### src/hw/rtl/qbsr_pkg.sv
// shared types and constants for the quad bridge converter serial reader
`default_nettype none
package qbsr_pkg;

  localparam int CHANNELS    = 4;
  localparam int SAMPLE_BITS = 24;
  localparam int TICK_W      = 16;
  localparam int PULSE_W     = 5;
  localparam int CFG_IDX_W   = 2;
  localparam int CFG_DATA_W  = 16;

  typedef enum logic [1:0] {
    PH_IDLE = 2'd0,
    PH_HIGH = 2'd1,
    PH_LOW  = 2'd2
  } phase_t;

  typedef enum logic [CFG_IDX_W-1:0] {
    CFG_BYPASS_MASK  = 2'd0,
    CFG_TOTAL_PULSES = 2'd1,
    CFG_HALF_PERIOD  = 2'd2
  } cfg_index_t;

  localparam logic [PULSE_W-1:0] TOTAL_PULSES_RST = 5'd25;
  localparam logic [TICK_W-1:0]  HALF_PERIOD_RST  = 16'd50;

  typedef logic signed [SAMPLE_BITS-1:0] sample_t;

  typedef struct packed {
    logic [CHANNELS-1:0] bypass_mask;
    logic [PULSE_W-1:0]  total_pulses;
    logic [TICK_W-1:0]   half_period_ticks;
  } cfg_t;

  typedef struct packed {
    logic    serial_clock;
    logic    busy_res;
    logic    done_res;
    logic    not_ready;
    sample_t value_0;
    sample_t value_1;
    sample_t value_2;
    sample_t value_3;
  } result_t;

endpackage
`default_nettype wire

### src/hw/rtl/qbsr_if.sv
// valid/ready channel interfaces for tick items and result items
`default_nettype none
interface qbsr_in_if;
  logic                          valid;
  logic                          ready;
  logic                          start_request;
  logic [qbsr_pkg::CHANNELS-1:0] data_lines;

  modport source (output valid, output start_request, output data_lines, input ready);
  modport sink   (input valid, input start_request, input data_lines, output ready);
endinterface

interface qbsr_out_if;
  logic              valid;
  logic              ready;
  logic              serial_clock;
  logic              busy_res;
  logic              done_res;
  logic              not_ready;
  qbsr_pkg::sample_t value_0;
  qbsr_pkg::sample_t value_1;
  qbsr_pkg::sample_t value_2;
  qbsr_pkg::sample_t value_3;

  modport source (
    output valid, output serial_clock, output busy_res, output done_res, output not_ready,
    output value_0, output value_1, output value_2, output value_3, input ready
  );
  modport sink (
    input valid, input serial_clock, input busy_res, input done_res, input not_ready,
    input value_0, input value_1, input value_2, input value_3, output ready
  );
endinterface
`default_nettype wire

### src/hw/rtl/qbsr_cfg.sv
// configuration registers written through the plain write port
`default_nettype none
module qbsr_cfg (
  input  wire logic                                clk,
  input  wire logic                                rst,
  input  wire logic                                cfg_wen,
  input  wire logic [qbsr_pkg::CFG_IDX_W-1:0]      cfg_index,
  input  wire logic [qbsr_pkg::CFG_DATA_W-1:0]     cfg_data,
  output qbsr_pkg::cfg_t                           cfg
);

  always_ff @(posedge clk) begin
    if (rst) begin
      cfg.bypass_mask       <= '0;
      cfg.total_pulses      <= qbsr_pkg::TOTAL_PULSES_RST;
      cfg.half_period_ticks <= qbsr_pkg::HALF_PERIOD_RST;
    end else if (cfg_wen) begin
      case (qbsr_pkg::cfg_index_t'(cfg_index))
        qbsr_pkg::CFG_BYPASS_MASK: begin
          cfg.bypass_mask <= cfg_data[qbsr_pkg::CHANNELS-1:0];
        end
        qbsr_pkg::CFG_TOTAL_PULSES: begin
          cfg.total_pulses <= cfg_data[qbsr_pkg::PULSE_W-1:0];
        end
        qbsr_pkg::CFG_HALF_PERIOD: begin
          cfg.half_period_ticks <= cfg_data[qbsr_pkg::TICK_W-1:0];
        end
        default: begin
        end
      endcase
    end
  end

endmodule
`default_nettype wire

### src/hw/rtl/qbsr_engine.sv
// serial clock sequencer and per-channel shift registers, one step per tick
`default_nettype none
module qbsr_engine (
  input  wire logic                          clk,
  input  wire logic                          rst,
  input  wire logic                          step,
  input  wire logic                          start_request,
  input  wire logic [qbsr_pkg::CHANNELS-1:0] data_lines,
  input  qbsr_pkg::cfg_t                     cfg,
  output qbsr_pkg::result_t                  res
);

  localparam logic [qbsr_pkg::PULSE_W:0] MIN_PULSES = (qbsr_pkg::PULSE_W + 1)'(qbsr_pkg::SAMPLE_BITS);

  qbsr_pkg::phase_t                  phase, phase_next;
  logic [qbsr_pkg::TICK_W-1:0]       tick_count, tick_count_next;
  logic [qbsr_pkg::PULSE_W-1:0]      pulse_count, pulse_count_next;
  qbsr_pkg::sample_t                 shift_regs [qbsr_pkg::CHANNELS];
  qbsr_pkg::sample_t                 shift_regs_next [qbsr_pkg::CHANNELS];
  qbsr_pkg::sample_t                 shifted [qbsr_pkg::CHANNELS];
  logic [qbsr_pkg::PULSE_W:0]        total_eff;
  logic [qbsr_pkg::PULSE_W:0]        pulse_inc;
  logic [qbsr_pkg::TICK_W-1:0]       tick_inc;
  logic                              half_done;
  logic                              all_ready;

  assign total_eff = ({1'b0, cfg.total_pulses} < MIN_PULSES) ? MIN_PULSES
                                                              : {1'b0, cfg.total_pulses};
  assign pulse_inc = {1'b0, pulse_count} + 1'b1;
  assign tick_inc  = tick_count + 1'b1;
  // zero half period acts as one tick since the count starts at one
  assign half_done = (tick_count >= cfg.half_period_ticks);
  assign all_ready = &(~data_lines | cfg.bypass_mask);

  always_comb begin
    for (int j = 0; j < qbsr_pkg::CHANNELS; j++) begin
      // only the first sample bits are captured, gain pulses shift nothing
      shifted[j] = ({1'b0, pulse_count} < MIN_PULSES)
                   ? {shift_regs[j][qbsr_pkg::SAMPLE_BITS-2:0], data_lines[j]}
                   : shift_regs[j];
    end
  end

  always_comb begin
    phase_next       = phase;
    tick_count_next  = tick_count;
    pulse_count_next = pulse_count;
    for (int j = 0; j < qbsr_pkg::CHANNELS; j++) begin
      shift_regs_next[j] = shift_regs[j];
    end
    res = '0;
    case (phase)
      qbsr_pkg::PH_HIGH: begin
        res.busy_res = 1'b1;
        if (half_done) begin
          phase_next      = qbsr_pkg::PH_LOW;
          tick_count_next = 16'd1;
        end else begin
          tick_count_next  = tick_inc;
          res.serial_clock = 1'b1;
        end
      end
      qbsr_pkg::PH_LOW: begin
        if (half_done) begin
          for (int j = 0; j < qbsr_pkg::CHANNELS; j++) begin
            shift_regs_next[j] = shifted[j];
          end
          pulse_count_next = pulse_inc[qbsr_pkg::PULSE_W-1:0];
          if (pulse_inc >= total_eff) begin
            phase_next      = qbsr_pkg::PH_IDLE;
            tick_count_next = '0;
            res.done_res    = 1'b1;
            res.value_0     = shifted[0];
            res.value_1     = shifted[1];
            res.value_2     = shifted[2];
            res.value_3     = shifted[3];
          end else begin
            phase_next       = qbsr_pkg::PH_HIGH;
            tick_count_next  = 16'd1;
            res.serial_clock = 1'b1;
            res.busy_res     = 1'b1;
          end
        end else begin
          tick_count_next = tick_inc;
          res.busy_res    = 1'b1;
        end
      end
      default: begin
        phase_next = qbsr_pkg::PH_IDLE;
        if (start_request) begin
          if (!all_ready) begin
            res.not_ready = 1'b1;
          end else begin
            for (int j = 0; j < qbsr_pkg::CHANNELS; j++) begin
              shift_regs_next[j] = '0;
            end
            phase_next       = qbsr_pkg::PH_HIGH;
            tick_count_next  = 16'd1;
            pulse_count_next = '0;
            res.serial_clock = 1'b1;
            res.busy_res     = 1'b1;
          end
        end
      end
    endcase
  end

  always_ff @(posedge clk) begin
    if (rst) begin
      phase       <= qbsr_pkg::PH_IDLE;
      tick_count  <= '0;
      pulse_count <= '0;
      for (int j = 0; j < qbsr_pkg::CHANNELS; j++) begin
        shift_regs[j] <= '0;
      end
    end else if (step) begin
      phase       <= phase_next;
      tick_count  <= tick_count_next;
      pulse_count <= pulse_count_next;
      for (int j = 0; j < qbsr_pkg::CHANNELS; j++) begin
        shift_regs[j] <= shift_regs_next[j];
      end
    end
  end

endmodule
`default_nettype wire

### src/hw/rtl/qbsr_out_stage.sv
// result register between the sequencer and the output channel
`default_nettype none
module qbsr_out_stage (
  input  wire logic          clk,
  input  wire logic          rst,
  input  wire logic          in_valid,
  output logic               in_ready,
  input  qbsr_pkg::result_t  res,
  qbsr_out_if.source         out
);

  logic              valid;
  qbsr_pkg::result_t held;

  // a new result may enter when the register is empty or is draining this cycle
  assign in_ready = !valid || out.ready;

  always_ff @(posedge clk) begin
    if (rst) begin
      valid <= 1'b0;
    end else if (in_ready) begin
      valid <= in_valid;
    end
  end

  always_ff @(posedge clk) begin
    if (in_ready && in_valid) begin
      held <= res;
    end
  end

  assign out.valid        = valid;
  assign out.serial_clock = held.serial_clock;
  assign out.busy_res     = held.busy_res;
  assign out.done_res     = held.done_res;
  assign out.not_ready    = held.not_ready;
  assign out.value_0      = held.value_0;
  assign out.value_1      = held.value_1;
  assign out.value_2      = held.value_2;
  assign out.value_3      = held.value_3;

endmodule
`default_nettype wire

### src/hw/rtl/quad_bridge_adc_serial_reader_core.sv
// Four-channel bridge converter serial reader, top level.
// Each transfer on the in channel is one timing tick: a read request and the
// sampled data line of each of the four converters. Each tick gives exactly
// one transfer on the out channel: the serial clock level to drive, busy,
// done, not-ready, and the four signed 24-bit readings (zero unless done).
// A request while idle starts a read when every line is low or bypassed,
// otherwise not_ready is flagged for that tick. Each clock pulse spans
// half_period_ticks high and then low; one bit per channel is shifted in at
// the end of each low half for the first 24 pulses, extra pulses set gain.
// A taken tick's result appears in the next cycle, in a single result register.
// Throughput is one tick per cycle; in.ready stays high while the result
// register is empty or being taken, so a stalled receiver stalls input ticks
// without losing or repeating any. The user must write the configuration port
// (cfg_wen, cfg_index, cfg_data) only while idle; the block does not enforce
// it. Synchronous reset puts the sequencer idle, clears the shift registers
// and loads the register defaults (no bypass, 25 pulses, 50 ticks per half).
`default_nettype none
module quad_bridge_adc_serial_reader_core (
  input  wire logic                            clk,
  input  wire logic                            rst,
  input  wire logic                            cfg_wen,
  input  wire logic [qbsr_pkg::CFG_IDX_W-1:0]  cfg_index,
  input  wire logic [qbsr_pkg::CFG_DATA_W-1:0] cfg_data,
  qbsr_in_if.sink                              in,
  qbsr_out_if.source                           out
);

  qbsr_pkg::cfg_t    cfg;
  qbsr_pkg::result_t res;
  logic              stage_ready;

  assign in.ready = stage_ready;

  qbsr_cfg u_cfg (
    .clk       (clk),
    .rst       (rst),
    .cfg_wen   (cfg_wen),
    .cfg_index (cfg_index),
    .cfg_data  (cfg_data),
    .cfg       (cfg)
  );

  qbsr_engine u_engine (
    .clk           (clk),
    .rst           (rst),
    .step          (in.valid && stage_ready),
    .start_request (in.start_request),
    .data_lines    (in.data_lines),
    .cfg           (cfg),
    .res           (res)
  );

  qbsr_out_stage u_out_stage (
    .clk      (clk),
    .rst      (rst),
    .in_valid (in.valid),
    .in_ready (stage_ready),
    .res      (res),
    .out      (out)
  );

endmodule
`default_nettype wire
### src/flat_wrapper.sv
// flat-port wrapper written by rule: the top's interface ports become plain ports
module quad_bridge_adc_serial_reader_core_flat 
  (clk, rst, cfg_wen, cfg_index, cfg_data, in_valid, in_start_request, in_data_lines, in_ready, out_valid, out_serial_clock, out_busy_res, out_done_res, out_not_ready, out_value_0, out_value_1, out_value_2, out_value_3, out_ready);
  qbsr_in_if in_i ();
  qbsr_out_if out_i ();
  input  wire logic clk;
  input  wire logic rst;
  input  wire logic cfg_wen;
  input  wire logic [qbsr_pkg::CFG_IDX_W-1:0] cfg_index;
  input  wire logic [qbsr_pkg::CFG_DATA_W-1:0] cfg_data;
  input wire logic [$bits(in_i.valid)-1:0] in_valid;
  input wire logic [$bits(in_i.start_request)-1:0] in_start_request;
  input wire logic [$bits(in_i.data_lines)-1:0] in_data_lines;
  output wire logic [$bits(in_i.ready)-1:0] in_ready;
  output wire logic [$bits(out_i.valid)-1:0] out_valid;
  output wire logic [$bits(out_i.serial_clock)-1:0] out_serial_clock;
  output wire logic [$bits(out_i.busy_res)-1:0] out_busy_res;
  output wire logic [$bits(out_i.done_res)-1:0] out_done_res;
  output wire logic [$bits(out_i.not_ready)-1:0] out_not_ready;
  output wire logic [$bits(out_i.value_0)-1:0] out_value_0;
  output wire logic [$bits(out_i.value_1)-1:0] out_value_1;
  output wire logic [$bits(out_i.value_2)-1:0] out_value_2;
  output wire logic [$bits(out_i.value_3)-1:0] out_value_3;
  input wire logic [$bits(out_i.ready)-1:0] out_ready;
  assign in_i.valid = in_valid;
  assign in_i.start_request = in_start_request;
  assign in_i.data_lines = in_data_lines;
  assign in_ready = in_i.ready;
  assign out_valid = out_i.valid;
  assign out_serial_clock = out_i.serial_clock;
  assign out_busy_res = out_i.busy_res;
  assign out_done_res = out_i.done_res;
  assign out_not_ready = out_i.not_ready;
  assign out_value_0 = out_i.value_0;
  assign out_value_1 = out_i.value_1;
  assign out_value_2 = out_i.value_2;
  assign out_value_3 = out_i.value_3;
  assign out_i.ready = out_ready;
  quad_bridge_adc_serial_reader_core u_core (.clk(clk), .rst(rst), .cfg_wen(cfg_wen), .cfg_index(cfg_index), .cfg_data(cfg_data), .in(in_i), .out(out_i));
endmodule
### config.mk
export PLATFORM = sky130hd
export DESIGN_NAME = quad_bridge_adc_serial_reader_core_flat
export DESIGN_NICKNAME = d
export VERILOG_FILES = /design/src/hw/rtl/qbsr_pkg.sv /design/src/hw/rtl/qbsr_if.sv /design/src/hw/rtl/qbsr_cfg.sv /design/src/hw/rtl/qbsr_engine.sv /design/src/hw/rtl/qbsr_out_stage.sv /design/src/hw/rtl/quad_bridge_adc_serial_reader_core.sv /design/src/flat_wrapper.sv
export SDC_FILE = /design/constraint.sdc
export NUM_CORES = 1
export LEC_CHECK = 0
export BUFFER_PORTS_ARGS = -buffer_cell sky130_fd_sc_hd__buf_2
export CAP_MARGIN = 25
export CORE_ASPECT_RATIO = 0.75
export CORE_MARGIN = 4
export CORE_UTILIZATION = 45
export CTS_CLUSTER_SIZE = 12
export DETAILED_ROUTE_END_ITERATION = 10
export HOLD_SLACK_MARGIN = 0.05
export PLACE_DENSITY = 0.72
export SYNTH_ARGS = -nofsm -noshare
export SYNTH_HDL_FRONTEND = slang
export SYNTH_SLANG_ARGS = --single-unit
### constraint.sdc
create_clock -name clk -period 5.7 [get_ports clk]
set_input_delay 1.14 -clock clk [delete_from_list [all_inputs] [get_ports clk]]
set_output_delay 1.14 -clock clk [all_outputs]
set_load 0.05 [all_outputs]
# After elaboration in Yosys (flattened, before gate mapping)
# Memories as Yosys holds them, arrays and structs flattened.
# Index checks and enable logic that the tools add are counted.
word_totals:
  out_inout_bits: 102
  wordCells: 97
  inputBits: 28
  ram_bits: 96
  reg_bits: 149
  mem_count: 1
mem_list:
  columns: ["name", "words", "word_bits", "read_ports", "rd_clocked_by_memory_dff", "wr", "line", "rtl"]
  rows:
  - ["u_core.u_engine.shift_regs", 4, 24, 4, 0, 4, "qbsr_engine.sv:18", "qbsr_pkg::sample_t shift_regs [qbsr_pkg::CHANNELS];"]
classes:
  n_lt_le_gt_ge: 4
  reduce_logical: 18
  bitwise: 8
  eq_ne: 6
  mux: 43
  n_addsub: 2
ops:
  columns: ["operator", "n"]
  rows:
  - ["96-bit two-way mux", 3]
  - ["24-bit two-way mux", 8]
  - ["96-bit one-hot mux with 2 select lines", 1]
  - ["16-bit two-way mux", 4]
  - ["16-bit one-hot mux with 2 select lines", 1]
  - ["5-bit two-way mux", 4]
  - ["16-bit by 1-bit adder with 16-bit output (second input constant)", 1]
  - ["16-bit greater-or-equal comparator", 1]
  - ["1-bit two-way mux", 14]
  - ["5-bit < comparator (second input constant)", 2]
  - ["2-bit two-way mux", 5]
  - ["5-bit one-hot mux with 2 select lines", 1]
  - ["3-bit AND reduction", 3]
  - ["2-bit one-hot mux with 2 select lines", 2]
  - ["2-bit AND reduction", 4]
  - ["5-bit by 1-bit adder with 6-bit output (second input constant)", 1]
  - ["6-bit by 5-bit greater-or-equal comparator with 1-bit output", 1]
  - ["3-bit nonzero test", 2]
  - ["5-bit AND reduction", 1]
  - ["2-bit by 1-bit == test with 1-bit output (second input constant)", 2]
  - ["2-bit == test (second input constant)", 2]
  - ["2-bit != test (second input constant)", 2]
  - ["4-bit inverter", 1]
  - ["1-bit bitwise OR", 4]
  - ["other kinds (9)", 11]

# Depth between registers and ports, before layout
depth:
  word_depth: 7
  ltp_mapped: 11
  ltp_nobuf: 10

# Modules after synthesis
# A second synthesis with hierarchy kept.
unflattened:
  cells_unflattened: 873
  hier_area_um2: 10754.1
modules_own_cells:
  columns: ["mod", "cells_per_inst", "seq_area_each_um2", "area_per_inst_um2", "n_inst"]
  rows:
  - ["qbsr_engine", 662, 3343.2, 6606.3, 1]
  - ["qbsr_out_stage", 105, 3022.9, 3057.9, 1]
  - ["qbsr_cfg", 105, 500.5, 1083.5, 1]
  - ["quad_bridge_adc_serial_reader_core", 1, 0.0, 6.3, 1]

# Worst setup path before layout
# Ideal clock, no wire load.
synth_timing:
  path_type: "input-to-reg"
  start: "input port out_ready"
  end: "memory u_core.u_engine.shift_regs[0][0] (netlist bit), data pin"
  path_slack_ps: 567
  required_time_ps: 5559
  arrival_ps: 4992
  setup_time_ps: 141
  cell_stages: 7
  n_path_buf: 2
  cell_sequence: "nand2b_1 > nand2_2 > inv_1 > nand3_1 > buf_2 > buf_1 > nor2_1"
synth_lines:
  columns: ["item", "line", "rtl"]
  rows:
  - ["start: declaration", "flat_wrapper.sv:24", "input wire logic [$bits(out_i.ready)-1:0] out_ready;"]
  - ["end: declaration", "qbsr_engine.sv:18", null]

==> results.py <==
metrics = {
    "status": {
        "status": "complete, no violations",
    },
    "floorplanning": {
        "dieArea_um2": 25970,
        "num_rows": 48,
        "die_y_um": 140.6,
        "core_area_um2": 23000,
        "start_util_pct": 45.84,
        "die_width_um": 184.8,
        "io_pins": 130,
    },
    "clock_network": {
        "hold_buffers": 0,
        "clk-insertion-delay-late_ps": 520,
        "cts.sinks": 245,
        "numCtsBuffers": 26,
        "cts_resized": 0,
        "cts_tree": "done",
        "post_cts_buffers": 0,
        "cts_buffer_depth": 3,
        "clkSlewWorstSetupHoldPaths_ps": 60,
        "cts.htree.levels": 1,
        "root_buffer": "clkbuf_16",
    },
    "global_routing": {
        "gr-usage-all-layers_pct": 16.08,
        "met3_usage_pct": 3.167,
        "grt_pass1_vias": 6480,
        "grt_max_degree": 74,
        "antenna_found_initial": 1,
        "top_usage_layer": "met2",
        "grtUsageMet2_pct": 24.38,
        "grt_remaining_overflow": 0,
        "grt_use_met1_pct": 24.06,
        "grt_pass1_wl_mm": 34.29,
    },
    "sta": {
        "slew_headroom_pct": 39.00,
        "tightest_slew_ps": 915.0,
        "setup_viol": 0,
        "period_share_pct": 58.63,
        "fin_setup_tns_ps": 0,
        "slew_viol_final": 0,
        "worst_clock_skew_ps": 11.46,
        "fin_crit_ps": 3342,
        "fin_ws_ps": 2358,
        "fmax_mhz": 299.2,
        "report.final.hold_viol_count": 0,
        "rsz0062_at_grt": "no",
    },
    "logic_synthesis": {
        "synth.cell_area_um2": 10540,
        "ys_seq_area_share_pct": 65.12,
        "netlist_instances": 853,
        "synth_warnings": 0,
        "syn_area_per_cell_um2": 12.36,
        "yosys_register_bits": 245,
        "async_reset_ff_share_pct": 0,
        "synth_edf_count": 196,
        "ys_top_cells_by_area": "edfxtp_1 56%, mux2i_1 10%, dfxtp_1 9.3%, nor2_1 8.0%, ha_1 3.0%",
        "synth.distinct_cells": 64,
        "synth_ff_type": "edfxtp_1",
        "synth_top_area_share_pct": 55.82,
        "yosysTopAreaCell": "edfxtp_1",
    },
    "setup_path": {
        "end_kind": "register",
        "r2r_start": "u_core.u_cfg.cfg[13]$_SDFFE_PP0P_",
        "cp_slowest_cell": "inv_2",
        "setup.worst_path.class": "in -> reg",
        "cp.required_ps": 5870,
        "worst_r2r_endpoint": "u_core.u_engine.shift_regs[2][14]$_SDFFCE_PN0P_",
        "rrSetupSlack_ps": 2410,
        "ff2ff_path_depth": 9,
        "max_stage_delay_ps": 690,
        "crit_chain": "buf_2, or2b_2, o2111a_1, nand2_1, a211oi_1, a21oi_2, inv_2, buf_4",
        "critical_path.max_fanout": 42,
        "cp-startpoint": "in_data_lines[1]",
        "worstPathArrival_ps": 3510,
        "cp-start-kind": "primary input",
    },
    "worst_hold_path": {
        "worst_hold_path.endpoint": "u_core.u_cfg.cfg[3]$_SDFFE_PP0P_",
        "hold_path_class": "reg -> reg",
        "worstHoldStart": "u_core.u_cfg.cfg[3]$_SDFFE_PP0P_",
        "hold_depth": 2,
    },
    "place": {
        "portBuffers": 129,
        "post-place-ws_ps": 1811,
        "place_congestion": 0.7872,
        "hpwl_mm": 13.94,
    },
    "final_layout": {
        "n_fill_cell": 1956,
        "most-common-layout-cells": "225 x nor2_1, 196 x edfxtp_1, 129 x buf_2",
        "final_core_util_pct": 53.44,
        "syn_to_final_growth_pct": 16.58,
        "nets": 1029,
        "drive_gt1_share_pct": 19.18,
        "diodes": 0,
        "final_common_cell": "nor2_1",
    },
    "power_and_ir_drop": {
        "leakagePower_nw": 5.333,
        "power_density_nw_per_um2": 319.2,
        "ir_drop_mv": 0.2088,
    },
    "route": {
        "dr.pass1.iters": 5,
        "drt_iter0_markers": 538,
        "post_drt_wl_per_cell_um": 16.25,
        "viasPerCell": 5.146,
        "drc": 0,
        "drt-total-wl_mm": 21.06,
        "dr_total_vias": 6669,
        "ant_nets": 0,
    },
    "run": {
        "maxCapViolations": 0,
    },
}
==> metal layers <==
metal,up-vias,routed length (um)
met5,-,13
met1,3218,9989
met4,2,457
met2,159,9504
met3,34,1099
li1,3256,-
==> synthesized netlist by cell type, drive strengths merged, types with 3 or more instances <==
library cell	n
a211oi	6
a21oi	23
and2	4
and3	6
buf	26
clkbuf	14
dfxtp	49
edfxtp	196
ha	25
inv	30
mux2i	107
nand2	47
nand2b	4
nand3	13
nand3b	3
nand4	5
nor2	225
nor2b	4
nor3	4
nor3b	3
o21ai	8
xnor2	11
xor2	5
==> worst max-delay path: cells and delay by family <==
kind,cells,cell delay [ps]
buf+inv,3,1310
compound gates,3,750
simple gates,2,290
==> state kept, by name, indices dropped and copies added, names as in the netlist <==
| register | cells |
|---|---|
| u_core.u_engine.shift_regs | 96 |
| u_core.u_cfg.cfg | 25 |
| u_core.u_out_stage.out.value_0 | 24 |
| u_core.u_out_stage.out.value_1 | 24 |
| u_core.u_out_stage.out.value_2 | 24 |
| u_core.u_out_stage.out.value_3 | 24 |
| u_core.u_engine.tick_count | 16 |
| u_core.u_engine.pulse_count | 5 |
| u_core.u_engine.phase | 2 |
| u_core.u_out_stage.out.busy_res | 1 |
| u_core.u_out_stage.out.done_res | 1 |
| u_core.u_out_stage.out.not_ready | 1 |
| u_core.u_out_stage.out.serial_clock | 1 |
| u_core.u_out_stage.out.valid | 1 |
==> how the worst max path moves through the flow <==
stage / cells past startpoint / end / slack (ps)
after floorplan: 7 / u_core.u_engine.shift_regs[0][0]$_SDFFCE_PN0P_ / 570
after global placement: 8 / u_core.u_engine.shift_regs[1][6]$_SDFFCE_PN0P_ / 1930
after detailed placement: 8 / u_core.u_engine.shift_regs[1][6]$_SDFFCE_PN0P_ / 1810
after CTS: 8 / u_core.u_engine.shift_regs[2][14]$_SDFFCE_PN0P_ / 2360
after global routing: 9 / u_core.u_engine.shift_regs[2][13]$_SDFFCE_PN0P_ / 2140
final: 8 / u_core.u_engine.shift_regs[2][14]$_SDFFCE_PN0P_ / 2360
==> cell families (layout without fill, tap and decap cells) <==
logic type | Yosys count | after routing | share of synthesized area (%)
AOI/OAI and AO/OA | 62 | 62 | 4.284
and+or+nand+nor | 325 | 325 | 13.02
buffers and inverters | 71 | 213 | 2.979
adders and majority gates | 25 | 25 | 2.967
other | 1 | 2 | 0.03557
muxes | 108 | 108 | 10.26
xor gates and xnor gates | 16 | 16 | 1.329
DFF | 245 | 245 | 65.12
==> metrics by stage <==
step / instances / hold slack, ps / instance area [um2] / total power, mW
detailed placement: 1248 / 447.8 / 11460 / 2.325
finish: 1296 / 456.8 / 12290 / 3.924
floorplan: 854 / 436.0 / 10550 / 2.252
global route: 1296 / 478.7 / 12290 / 4.071
CTS: 1296 / 456.8 / 12290 / 3.960
global placement: 1247 / 443.3 / 11430 / 2.321
==> area by class of cell <==
type | instances | area, um2 | share of cell area [%]
Tap cell | 300 | 375.4 | 3.054
Sequential cell | 245 | 6867 | 55.86
Clock buffer | 43 | 778.2 | 6.331
Inverter | 31 | 118.9 | 0.9670
Multi-Input combinational cell | 538 | 3395 | 27.62
Timing Repair Buffer | 134 | 703.2 | 5.721
Clock inverter | 5 | 55.05 | 0.4479
==> power breakdown <==
part / total [mW] / switching, mW / internal, mW
registers: 2.02 / 0.0267 / 1.99
clock network: 1.64 / 0.662 / 0.976
logic: 0.266 / 0.210 / 0.0557
total: 3.92 / 0.899 / 3.02
(Power assumes the default switching activity.)
